## config.mk

```make
export PLATFORM = sky130hd
export DESIGN_NAME = speed_pid_with_integral_clamp_core
export DESIGN_NICKNAME = d
export VERILOG_FILES = /design/src/rtl/spidc_pkg.sv /design/src/rtl/spidc_integ.sv /design/src/rtl/spidc_mult.sv /design/src/rtl/spidc_sat.sv /design/src/rtl/speed_pid_with_integral_clamp_core.sv
export SDC_FILE = /design/constraint.sdc
export NUM_CORES = 2
export LEC_CHECK = 0
export ABC_AREA = 1
export BUFFER_PORTS_ARGS = -buffer_cell sky130_fd_sc_hd__buf_4
export CAP_MARGIN = 20
export CORE_ASPECT_RATIO = 0.5
export CORE_MARGIN = 5
export CORE_UTILIZATION = 47
export DETAILED_ROUTE_END_ITERATION = 8
export GPL_TIMING_DRIVEN = 0
export PLACE_DENSITY = 0.69
export REMOVE_ABC_BUFFERS = 1
export SYNTH_ARGS = -nofsm -noshare
export SYNTH_HDL_FRONTEND = slang
export SYNTH_SLANG_ARGS = --single-unit
```

## constraint.sdc

```tcl
create_clock -name clk -period 7.9 [get_ports clk]
set_input_delay 0.395 -clock clk [delete_from_list [all_inputs] [get_ports clk]]
set_output_delay 0.395 -clock clk [all_outputs]
set_load 0.05 [all_outputs]
```

## src/rtl/spidc_pkg.sv

```systemverilog
// ----------------------------------------------------------------------------
// Speed PID package
// Widths, register indexes and pipeline word types for the speed PID core.
// ----------------------------------------------------------------------------
package spidc_pkg;

  localparam int unsigned SPEED_W   = 16;
  localparam int unsigned GAIN_W    = 16;
  localparam int unsigned LIMIT_W   = 31;
  localparam int unsigned ERR_W     = 17;
  localparam int unsigned INTEG_W   = 32;
  localparam int unsigned SUM_W     = 33;
  localparam int unsigned DIFF_W    = 18;
  localparam int unsigned PP_W      = GAIN_W + ERR_W;
  localparam int unsigned IP_W      = GAIN_W + INTEG_W;
  localparam int unsigned DP_W      = GAIN_W + DIFF_W;
  localparam int unsigned ACC_W     = 50;
  localparam int unsigned FRAC_BITS = 8;
  localparam int unsigned DRIVE_W   = 16;

  typedef enum logic [1:0] {
    CFG_PROP_GAIN,
    CFG_INTEG_GAIN,
    CFG_DERIV_GAIN,
    CFG_INTEGRAL_LIMIT
  } cfg_index_t;

  typedef struct packed {
    logic signed [GAIN_W-1:0] prop;
    logic signed [GAIN_W-1:0] integ;
    logic signed [GAIN_W-1:0] deriv;
  } gains_t;

  typedef struct packed {
    logic signed [ERR_W-1:0]   err;
    logic signed [INTEG_W-1:0] integ;
    logic signed [DIFF_W-1:0]  diff;
    logic                      clamped;
  } integ_word_t;

  typedef struct packed {
    logic signed [PP_W-1:0] p_prod;
    logic signed [IP_W-1:0] i_prod;
    logic signed [DP_W-1:0] d_prod;
    logic                   clamped;
  } prod_word_t;

endpackage

```

## src/rtl/spidc_integ.sv

```systemverilog
// ----------------------------------------------------------------------------
// Speed PID error and integral stage
// Forms the error, updates the clamped integral and the error change.
// ----------------------------------------------------------------------------
module spidc_integ (
  input  logic                                  clk,
  input  logic                                  rst,
  input  logic                                  in_valid,
  output logic                                  in_ready,
  input  logic signed [spidc_pkg::SPEED_W-1:0]  measured_speed,
  input  logic signed [spidc_pkg::SPEED_W-1:0]  target_speed,
  input  logic        [spidc_pkg::LIMIT_W-1:0]  integral_limit,
  output logic                                  out_valid,
  input  logic                                  out_ready,
  output spidc_pkg::integ_word_t                out_word
);
  import spidc_pkg::*;

  logic signed [INTEG_W-1:0] error_integral;
  logic signed [ERR_W-1:0]   previous_error;

  logic signed [ERR_W-1:0]   err;
  logic signed [SUM_W-1:0]   sum;
  logic signed [SUM_W-1:0]   lim_pos;
  logic signed [SUM_W-1:0]   lim_neg;
  logic signed [SUM_W-1:0]   sum_clamped;
  logic                      clamped;
  logic signed [DIFF_W-1:0]  diff;
  logic                      accept;

  assign in_ready = !out_valid || out_ready;
  assign accept   = in_valid && in_ready;

  assign err     = {measured_speed[SPEED_W-1], measured_speed}
                 - {target_speed[SPEED_W-1], target_speed};
  assign sum     = {error_integral[INTEG_W-1], error_integral}
                 + {{(SUM_W-ERR_W){err[ERR_W-1]}}, err};
  assign lim_pos = $signed({{(SUM_W-LIMIT_W){1'b0}}, integral_limit});
  assign lim_neg = -lim_pos;
  assign diff    = {err[ERR_W-1], err} - {previous_error[ERR_W-1], previous_error};

  // The limit never exceeds 2^31-1, so the clamped sum fits the integral.
  always_comb begin
    sum_clamped = sum;
    clamped     = 1'b0;
    priority if (sum > lim_pos) begin
      sum_clamped = lim_pos;
      clamped     = 1'b1;
    end else if (sum < lim_neg) begin
      sum_clamped = lim_neg;
      clamped     = 1'b1;
    end else begin
      sum_clamped = sum;
    end
  end

  always_ff @(posedge clk) begin
    if (rst) begin
      out_valid      <= 1'b0;
      error_integral <= '0;
      previous_error <= '0;
    end else begin
      if (in_ready) begin
        out_valid <= in_valid;
      end
      if (accept) begin
        error_integral <= sum_clamped[INTEG_W-1:0];
        previous_error <= err;
      end
    end
  end

  always_ff @(posedge clk) begin
    if (accept) begin
      out_word.err     <= err;
      out_word.integ   <= sum_clamped[INTEG_W-1:0];
      out_word.diff    <= diff;
      out_word.clamped <= clamped;
    end
  end

endmodule

```

## src/rtl/spidc_mult.sv

```systemverilog
// ----------------------------------------------------------------------------
// Speed PID product stage
// Multiplies error, integral and error change by their gains.
// ----------------------------------------------------------------------------
module spidc_mult (
  input  logic                    clk,
  input  logic                    rst,
  input  logic                    in_valid,
  output logic                    in_ready,
  input  spidc_pkg::integ_word_t  in_word,
  input  spidc_pkg::gains_t       gains,
  output logic                    out_valid,
  input  logic                    out_ready,
  output spidc_pkg::prod_word_t   out_word
);
  import spidc_pkg::*;

  logic signed [PP_W-1:0] p_prod;
  logic signed [IP_W-1:0] i_prod;
  logic signed [DP_W-1:0] d_prod;
  logic                   accept;

  assign in_ready = !out_valid || out_ready;
  assign accept   = in_valid && in_ready;

  assign p_prod = PP_W'(in_word.err)   * PP_W'(gains.prop);
  assign i_prod = IP_W'(in_word.integ) * IP_W'(gains.integ);
  assign d_prod = DP_W'(in_word.diff)  * DP_W'(gains.deriv);

  always_ff @(posedge clk) begin
    if (rst) begin
      out_valid <= 1'b0;
    end else if (in_ready) begin
      out_valid <= in_valid;
    end
  end

  always_ff @(posedge clk) begin
    if (accept) begin
      out_word.p_prod  <= p_prod;
      out_word.i_prod  <= i_prod;
      out_word.d_prod  <= d_prod;
      out_word.clamped <= in_word.clamped;
    end
  end

endmodule

```

## src/rtl/spidc_sat.sv

```systemverilog
// ----------------------------------------------------------------------------
// Speed PID sum and saturation stage
// Adds the products, drops the fraction and saturates into the result register.
// ----------------------------------------------------------------------------
module spidc_sat (
  input  logic                                 clk,
  input  logic                                 rst,
  input  logic                                 in_valid,
  output logic                                 in_ready,
  input  spidc_pkg::prod_word_t                in_word,
  output logic                                 out_valid,
  input  logic                                 out_ready,
  output logic signed [spidc_pkg::DRIVE_W-1:0] drive,
  output logic                                 integral_clamped
);
  import spidc_pkg::*;

  localparam logic signed [ACC_W-1:0] SAT_HI =
    ACC_W'(64'sd1 <<< (DRIVE_W - 1 + FRAC_BITS));
  localparam logic signed [ACC_W-1:0] SAT_LO = -SAT_HI;
  localparam logic signed [DRIVE_W-1:0] DRIVE_MAX = {1'b0, {(DRIVE_W-1){1'b1}}};
  localparam logic signed [DRIVE_W-1:0] DRIVE_MIN = {1'b1, {(DRIVE_W-1){1'b0}}};

  logic signed [ACC_W-1:0]   acc;
  logic signed [DRIVE_W-1:0] drive_next;
  logic                      accept;

  assign in_ready = !out_valid || out_ready;
  assign accept   = in_valid && in_ready;

  assign acc = ACC_W'(in_word.p_prod) + ACC_W'(in_word.i_prod) + ACC_W'(in_word.d_prod);

  // Inside the range the shift is a plain bit select, which floors.
  always_comb begin
    priority if (acc >= SAT_HI) begin
      drive_next = DRIVE_MAX;
    end else if (acc < SAT_LO) begin
      drive_next = DRIVE_MIN;
    end else begin
      drive_next = acc[FRAC_BITS +: DRIVE_W];
    end
  end

  always_ff @(posedge clk) begin
    if (rst) begin
      out_valid <= 1'b0;
    end else if (in_ready) begin
      out_valid <= in_valid;
    end
  end

  always_ff @(posedge clk) begin
    if (accept) begin
      drive            <= drive_next;
      integral_clamped <= in_word.clamped;
    end
  end

endmodule

```

## src/rtl/speed_pid_with_integral_clamp_core.sv

```systemverilog
// An accepted word is registered in the error and integral stage, then in the product
// stage, then in the sum and saturation stage, whose register drives the result port.
// Throughput: one word per cycle; each of the three stages holds a word and
// moves on whenever the stage after it is empty or is being emptied.
// The integral and previous error update in the first stage as a word enters.
// Reset (rst, synchronous) empties the pipeline, clears integral and previous
// error and loads the gain and limit registers with their defaults.
// ----------------------------------------------------------------------------
// Speed PID core
// Positional PID speed loop with clamped integral, three-stage pipeline.
// ----------------------------------------------------------------------------
module speed_pid_with_integral_clamp_core (
  input  logic                                clk,
  input  logic                                rst,
  input  logic                                s_tvalid,
  output logic                                s_tready,
  input  logic [31:0]                         s_tdata,   // measured_speed, target_speed
  output logic                                m_tvalid,
  input  logic                                m_tready,
  output logic [15:0]                         m_tdata,   // drive
  output logic                                m_tuser,   // integral_clamped
  input  logic                                cfg_wr_en,
  input  spidc_pkg::cfg_index_t               cfg_index,
  input  logic [spidc_pkg::LIMIT_W-1:0]       cfg_wr_data
);
  import spidc_pkg::*;

  gains_t                     gains;
  logic        [LIMIT_W-1:0]  integral_limit;

  integ_word_t                integ_word;
  logic                       integ_valid;
  logic                       integ_ready;
  prod_word_t                 prod_word;
  logic                       prod_valid;
  logic                       prod_ready;
  logic signed [DRIVE_W-1:0]  drive;

  always_ff @(posedge clk) begin
    if (rst) begin
      gains.prop     <= GAIN_W'(2304);
      gains.integ    <= '0;
      gains.deriv    <= '0;
      integral_limit <= '1;
    end else if (cfg_wr_en) begin
      unique case (cfg_index)
        CFG_PROP_GAIN:      gains.prop     <= cfg_wr_data[GAIN_W-1:0];
        CFG_INTEG_GAIN:     gains.integ    <= cfg_wr_data[GAIN_W-1:0];
        CFG_DERIV_GAIN:     gains.deriv    <= cfg_wr_data[GAIN_W-1:0];
        CFG_INTEGRAL_LIMIT: integral_limit <= cfg_wr_data;
      endcase
    end
  end

  spidc_integ u_integ (
    .clk            (clk),
    .rst            (rst),
    .in_valid       (s_tvalid),
    .in_ready       (s_tready),
    .measured_speed (s_tdata[15:0]),
    .target_speed   (s_tdata[31:16]),
    .integral_limit (integral_limit),
    .out_valid      (integ_valid),
    .out_ready      (integ_ready),
    .out_word       (integ_word)
  );

  spidc_mult u_mult (
    .clk       (clk),
    .rst       (rst),
    .in_valid  (integ_valid),
    .in_ready  (integ_ready),
    .in_word   (integ_word),
    .gains     (gains),
    .out_valid (prod_valid),
    .out_ready (prod_ready),
    .out_word  (prod_word)
  );

  spidc_sat u_sat (
    .clk              (clk),
    .rst              (rst),
    .in_valid         (prod_valid),
    .in_ready         (prod_ready),
    .in_word          (prod_word),
    .out_valid        (m_tvalid),
    .out_ready        (m_tready),
    .drive            (drive),
    .integral_clamped (m_tuser)
  );

  assign m_tdata = drive;

endmodule

```

Word-level counts from Yosys, hierarchy flattened
Cells that the tools add are included.
{ "word_totals": {"output_inout_bits": 19, "input_bits": 70, "regBits": 332, "word_cells": 53} }
{ "op_classes": {"magnitude_cmp": 4, "mux": 4, "n_mul": 3, "n_reduce_logical": 14, "addsub": 6, "n_eq_ne": 3} }
{ "ops": {"columns": ["op", "n"], "rows": [
  ["$mux W32", 2],
  ["$add A49 B34 Y50", 1],
  ["$ge A50 B25 Y1 const B", 1],
  ["$lt A50 B24 Y1 const B", 1],
  ["$add A33 B48 Y49", 1],
  ["$mul A32 B16 Y48", 1],
  ["$mul A18 B16 Y34", 1],
  ["$add A32 B17 Y33", 1],
  ["$gt A33 B32 Y1", 1],
  ["$lt A33 B33 Y1", 1],
  ["$mul A17 B16 Y33", 1],
  ["$neg A31 Y33", 1],
  ["$sub A17 B17 Y18", 1],
  ["$sub A16 B16 Y17", 1],
  ["$mux W16", 1],
  ["$reduce_and A2 Y1", 4],
  ["$eq A2 B2 Y1 const B", 2],
  ["$logic_and A1 B1 Y1", 3],
  ["$logic_not A1 Y1", 3],
  ["$logic_or A1 B1 Y1", 3],
  ["$eq A2 B1 Y1 const B", 1],
  ["$logic_not A2 Y1", 1],
  ["$mux W1", 1]
]} }

Logic depth before layout (Yosys ltp)
{ "logic_depth": {"depth_word": 5, "mapped_depth": 46, "ltp_nobuf": 46} }

By module
From an unflattened synthesis, not the netlist that was laid out.
{ "hier_totals": {"cells_unflattened": 8824, "area_unflattened_um2": 65555.4} }
{ "by_module_without_submodules": {"columns": ["mod", "area_each_um2", "seq_area_each_um2", "instances", "cells_per_inst"], "rows": [
  ["spidc_mult", 46019.1, 3503.4, 1, 5905],
  ["spidc_integ", 10461.3, 3042.9, 1, 1447],
  ["spidc_sat", 6017.0, 530.5, 1, 1028],
  ["speed_pid_with_integral_clamp_core", 3057.9, 1581.5, 1, 444]
]} }

Least setup slack after synthesis
Ideal clock, no wire load.
{ "synth_timing": {"path_kind": "register to register", "from": "register, netlist name gains[1]", "to": "register u_mult.out_word[34] (netlist name) (data pin)", "setup_ns": 0.260, "path_buffers": 2, "period_less_slack_ns": 6.165, "setup_slack_ns": 1.735, "t_arrival_ns": 5.906, "stages_incl_launch_ff": 28, "t_required_ns": 7.640, "path_cell_list": "dfxtp_1 -> clkbuf_1 -> clkbuf_1 -> nand2_1 -> fa_1 -> inv_1 -> fa_1 -> inv_1 -> fa_1 -> fa_1 -> inv_1 -> fa_1 -> inv_1 -> fa_1 -> inv_1 -> ha_1 -> nand2_1 -> nor2_1 -> nand2_1 -> o211ai_1 -> nand3_1 -> nand2_1 -> nand3_1 -> nand2_1 -> a21boi_0 -> o21ai_0 -> a21oi_1 -> xnor2_1"} }
{ "synth_via": {"elab_chain_len": 1} }
{ "synth_rtl": {"columns": ["element", "line_no", "text"], "rows": [
  ["$mul A18 B16 Y34", "spidc_mult.sv:28", "assign d_prod = DP_W'(in_word.diff) * DP_W'(gains.deriv);"],
  ["via u_mult.d_prod[33]", "spidc_mult.sv:20", "logic signed [DP_W-1:0] d_prod;"],
  ["to (decl)", "spidc_mult.sv:14", "output spidc_pkg::prod_word_t out_word"]
]} }
The timed path passes the listed nets, and every way through them passes these cells.
A chain may end at the register's enable or synchronous reset.

Worst setup path after layout
{ "layout_timing": {"from": "register, netlist name gains[2]", "to": "register u_mult.out_word[34] (netlist name) (data pin)"} }
{ "layout_via": {"elab_chain_len": 1} }
{ "layout_rtl": {"columns": ["element", "line_no"], "rows": [
  ["$mul A18 B16 Y34", "spidc_mult.sv:28"],
  ["via u_mult.d_prod[33]", "spidc_mult.sv:20"]
]} }
The timed path passes the listed nets, and every way through them passes these cells.

==> key figures <==
Outcome
  • Status: complete, no violations

Power and ir drop
  • P_leak: 33.7 nW
  • Pwr/cell area: about 420 nW/um^2
  • Peak VDD IR: around 330 uV

Setup path
  • Buffers & Inverters on Critical Path: 5
  • CP Max Fanout: 19
  • WP data required: 8.22 ns
  • Worst setup EP type: register
  • WS Path Type: register to register
  • Max stage delay on crit path: roughly 0.98 ns
  • Crit path top cell by count: fa_1
  • Largest delay share family, worst path: adder cells
  • Setup crit start kind: register
  • CP max-delay cell: dfxtp_1
  • Worst EP arrival: ~7.9 ns

STA
  • Slew @ Worst Pin: between 1 and 1.5 ns
  • Final setup viols: 0
  • Final Hold Viols: 0
  • Clock Skew: 0.0324 ns
  • Sum of negative setup slack: 0 ns
  • RSZ-0062 raised after global routing: false
  • Final Slew Violations: 0
  • Fin crit share: 95.2%
  • Worst relative slew slack: approximately 30%
  • Max Freq: 133 MHz
  • Post-layout minimum cycle time: 7.52 ns

Yosys
  • Complex-gate fraction of the synthesized area: 6.18%
  • Syn avg cell area: 8.07 sq um
  • XOR/XNOR share of the synthesized area: 3.45%
  • Simple-gate area share of the yosys netlist: 17.2%
  • Post-Synth Adder-Cell Area: 45.3%
  • Post-synthesis mux area share: 0%
  • Yosys warning total: 0
  • Yosys reg bits: 332
  • Number of flops mapped to enable cells by yosys: 201
  • Async set-reset flop share out of synthesis: 0%
  • Synth unique cells: 59
  • Syn Inst Count: 7595
  • Top FF cell, synth: edfxtp_1
  • Main combinational cell family by area after synthesis: adder cells
  • Mapped Area: 61300 sq um
  • Sequential share of the synthesized area: between 10% and 20%

Final layout
  • Fillers: 12274
  • Layout Cells excl Fill: 9204
  • Area delta synth->final: 5.35%
  • Nets@finish: 9087
  • Area of the multi-input gates: 44200 sq um
  • Register area: 8680 sq um
  • Most common cell after layout, fill and taps aside: inv_1
  • Share of layout cells above drive strength 1: ~3.8%
  • Most frequent cells in the layout: inv_1 (1937), nand2_1 (1705), fa_1 (1104)

Floorplanning
  • Starting density of the core: between 40 and 50%
  • Total Die Area: 138000 sq um
  • Area of the core: 129000 sq um
  • Die Y: between 200 and 300 um
  • Die width: 521 um
  • Site Rows: 93
  • I/O pins: between 80 and 90

Drt
  • WL met3: about 14000 um
  • Final WL: 165000 um
  • Via Count: a little under 50000
  • Met2 WL: 75300 um
  • ANT nets after route: 0
  • Initial drt markers: 3652
  • Highest routed layer: met4
  • Via density: 5.24
  • Routed length on met1: about 70000 um
  • DRC viols: 0
  • Drt first pass iters: 6
  • WL/cell: approximately 18 um

Clocking
  • Clock root cell: clkbuf_16
  • Clock Latency Late Sink: 0.60 ns
  • Worst-path clk slew: about 0.070 ns
  • Sink Count: 332
  • CTS H-Tree Depth: 2
  • CTS tree: yes
  • Setup Buffers After CTS: 0
  • CTS Buf Count: 37
  • Clk buf depth: 3

Worst hold path
  • Hold Crit Class: input port to register

GRT
  • Largest net degree at the start of global routing: 94
  • Initial antenna violation count: 7
  • First-pass GRT wire length: 271000 um
  • Vias in the first global route: 50089
  • Total GRT Usage: 24.6%
  • Final global-route overflow total: 0

Placed design
  • Routability cong.: 0.943
  • Buffers on Ports: 88
  • Detail Placement HPWL: 132000 um
  • Placed cells: 9126

Run
  • Max_cap viols: 0
-- report_power, final --
part / switching (W) / leakage (nW) / total, W / internal [W]
clock: 0.000810 / 0.610 / 0.00181 / 0.000999
sequential: 0.00136 / 3.01 / 0.00439 / 0.00302
combinational: 0.0135 / 30.0 / 0.0208 / 0.00731
-- what timing repair did --
action,CTS,global route
hold buffers,3,0
setup endpoints to repair,0,1
gates resized for setup,0,1
hold endpoints to repair,3,0
-- cells by family after synthesis --
| kind of cell | after synthesis |
|---|---|
| adder cells (fa/ha/maj) | 1557 |
| AO/OA/AOI/OAI | 683 |
| flip-flops | 332 |
| buffers and inverters | 2224 |
| XOR/XNOR | 241 |
| AND/OR/NAND/NOR | 2558 |
-- synthesized netlist by cell type (all sizes together) (5+ instances only) --
cell type	count	area, sq um
inv	1947	7310
nand2	1717	6480
fa	1104	22100
ha	453	5670
nor2	413	1580
a21oi	325	1630
nand3	283	1570
clkbuf	245	920
o21ai	209	1050
edfxtp	201	6040
xor2	165	1450
dfxtp	131	2620
xnor2	76	666
or2	46	288
nor3	36	190
nand4	35	219
a31oi	34	213
buf	30	183
a21o	26	195
o21bai	18	135
nor4	13	81.3
o21a	13	97.6
a21boi	12	90.1
a211oi	11	82.6
o221ai	10	87.6
o211ai	9	67.6
nand3b	6	45.0
o31ai	5	37.5
-- worst reg2reg max path, stage by stage, from the launching register on --
cell	delay (ns)
dfxtp_1	0.98
nand2_1	0.19
fa_1	0.55
inv_1	0.06
fa_1	0.52
inv_1	0.05
fa_1	0.49
inv_1	0.05
fa_1	0.55
inv_1	0.07
fa_1	0.49
inv_1	0.05
fa_1	0.44
ha_1	0.41
nand2_1	0.10
nor2_1	0.15
nand2_1	0.07
o211ai_1	0.43
nand3_1	0.13
nand2_1	0.15
nand3_1	0.09
nand2_1	0.11
a21boi_0	0.19
o21ai_0	0.35
a21oi_1	0.16
xnor2_1	0.45
-- per-stage QoR --
stage	util, %	power [W]	worst slack, ns	area, sq um	hold slack, ns
CTS	50.0	0.0268	0.281	64500	0.00460
finish	50.0	0.0270	0.376	64500	0.0256
global placement	48.8	0.0245	0.00338	63000	0.409
detailed placement	49.0	0.0248	0.253	63200	0.419
floorplan	-	0.0184	1.70	60200	0.400
global route	50.0	0.0298	0.0172	64500	0.0279
-- cell type report --
| cell class | count | share of cell area (%) |
|---|---|---|
| multi-input combinational | 5039 | 68.5 |
| sequential | 332 | 13.4 |
| inverter | 1949 | 11.4 |
| tap | 1710 | 3.32 |
| clock buffer | 41 | 1.49 |
| timing repair buffer | 101 | 1.43 |
| clock inverter | 27 | 0.440 |
| antenna | 5 | 0.0194 |
-- final timing paths --
| path | start | end | slack [ns] | depth (start not counted) |
|---|---|---|---|---|
| hold / removal | cfg_wr_data[26] | integral_limit[26] | 0.03 | 3 |
| setup / recovery | gains[2] | u_mult.out_word[34] | 0.38 | 25 |
| setup reg to reg | gains[2] | u_mult.out_word[34] | 0.38 | 25 |
| hold reg to reg | u_mult.out_word[0] | u_sat.integral_clamped | 0.42 | 0 |
-- routing by layer --
| layer | vias up | global-route usage, % |
|---|---|---|
| li1 | 22320 | - |
| met5 | - | 0 |
| met1 | 23894 | 33.7 |
| met4 | 0 | 7.54 |
| met2 | 1679 | 40.1 |
| met3 | 303 | 4.35 |
-- registers in the layout, summed over array words and instances, names as in the netlist --
register / flops
u_mult.out_word: 116
u_sat.integral_clamped: 1
u_integ.error_integral: 32
u_integ.previous_error: 17
u_integ.out_valid: 1
gains: 48
u_sat.drive: 16
integral_limit: 31
u_integ.out_word: 68
u_sat.out_valid: 1
u_mult.out_valid: 1
Note: power is estimated with default switching activity, not from simulation.
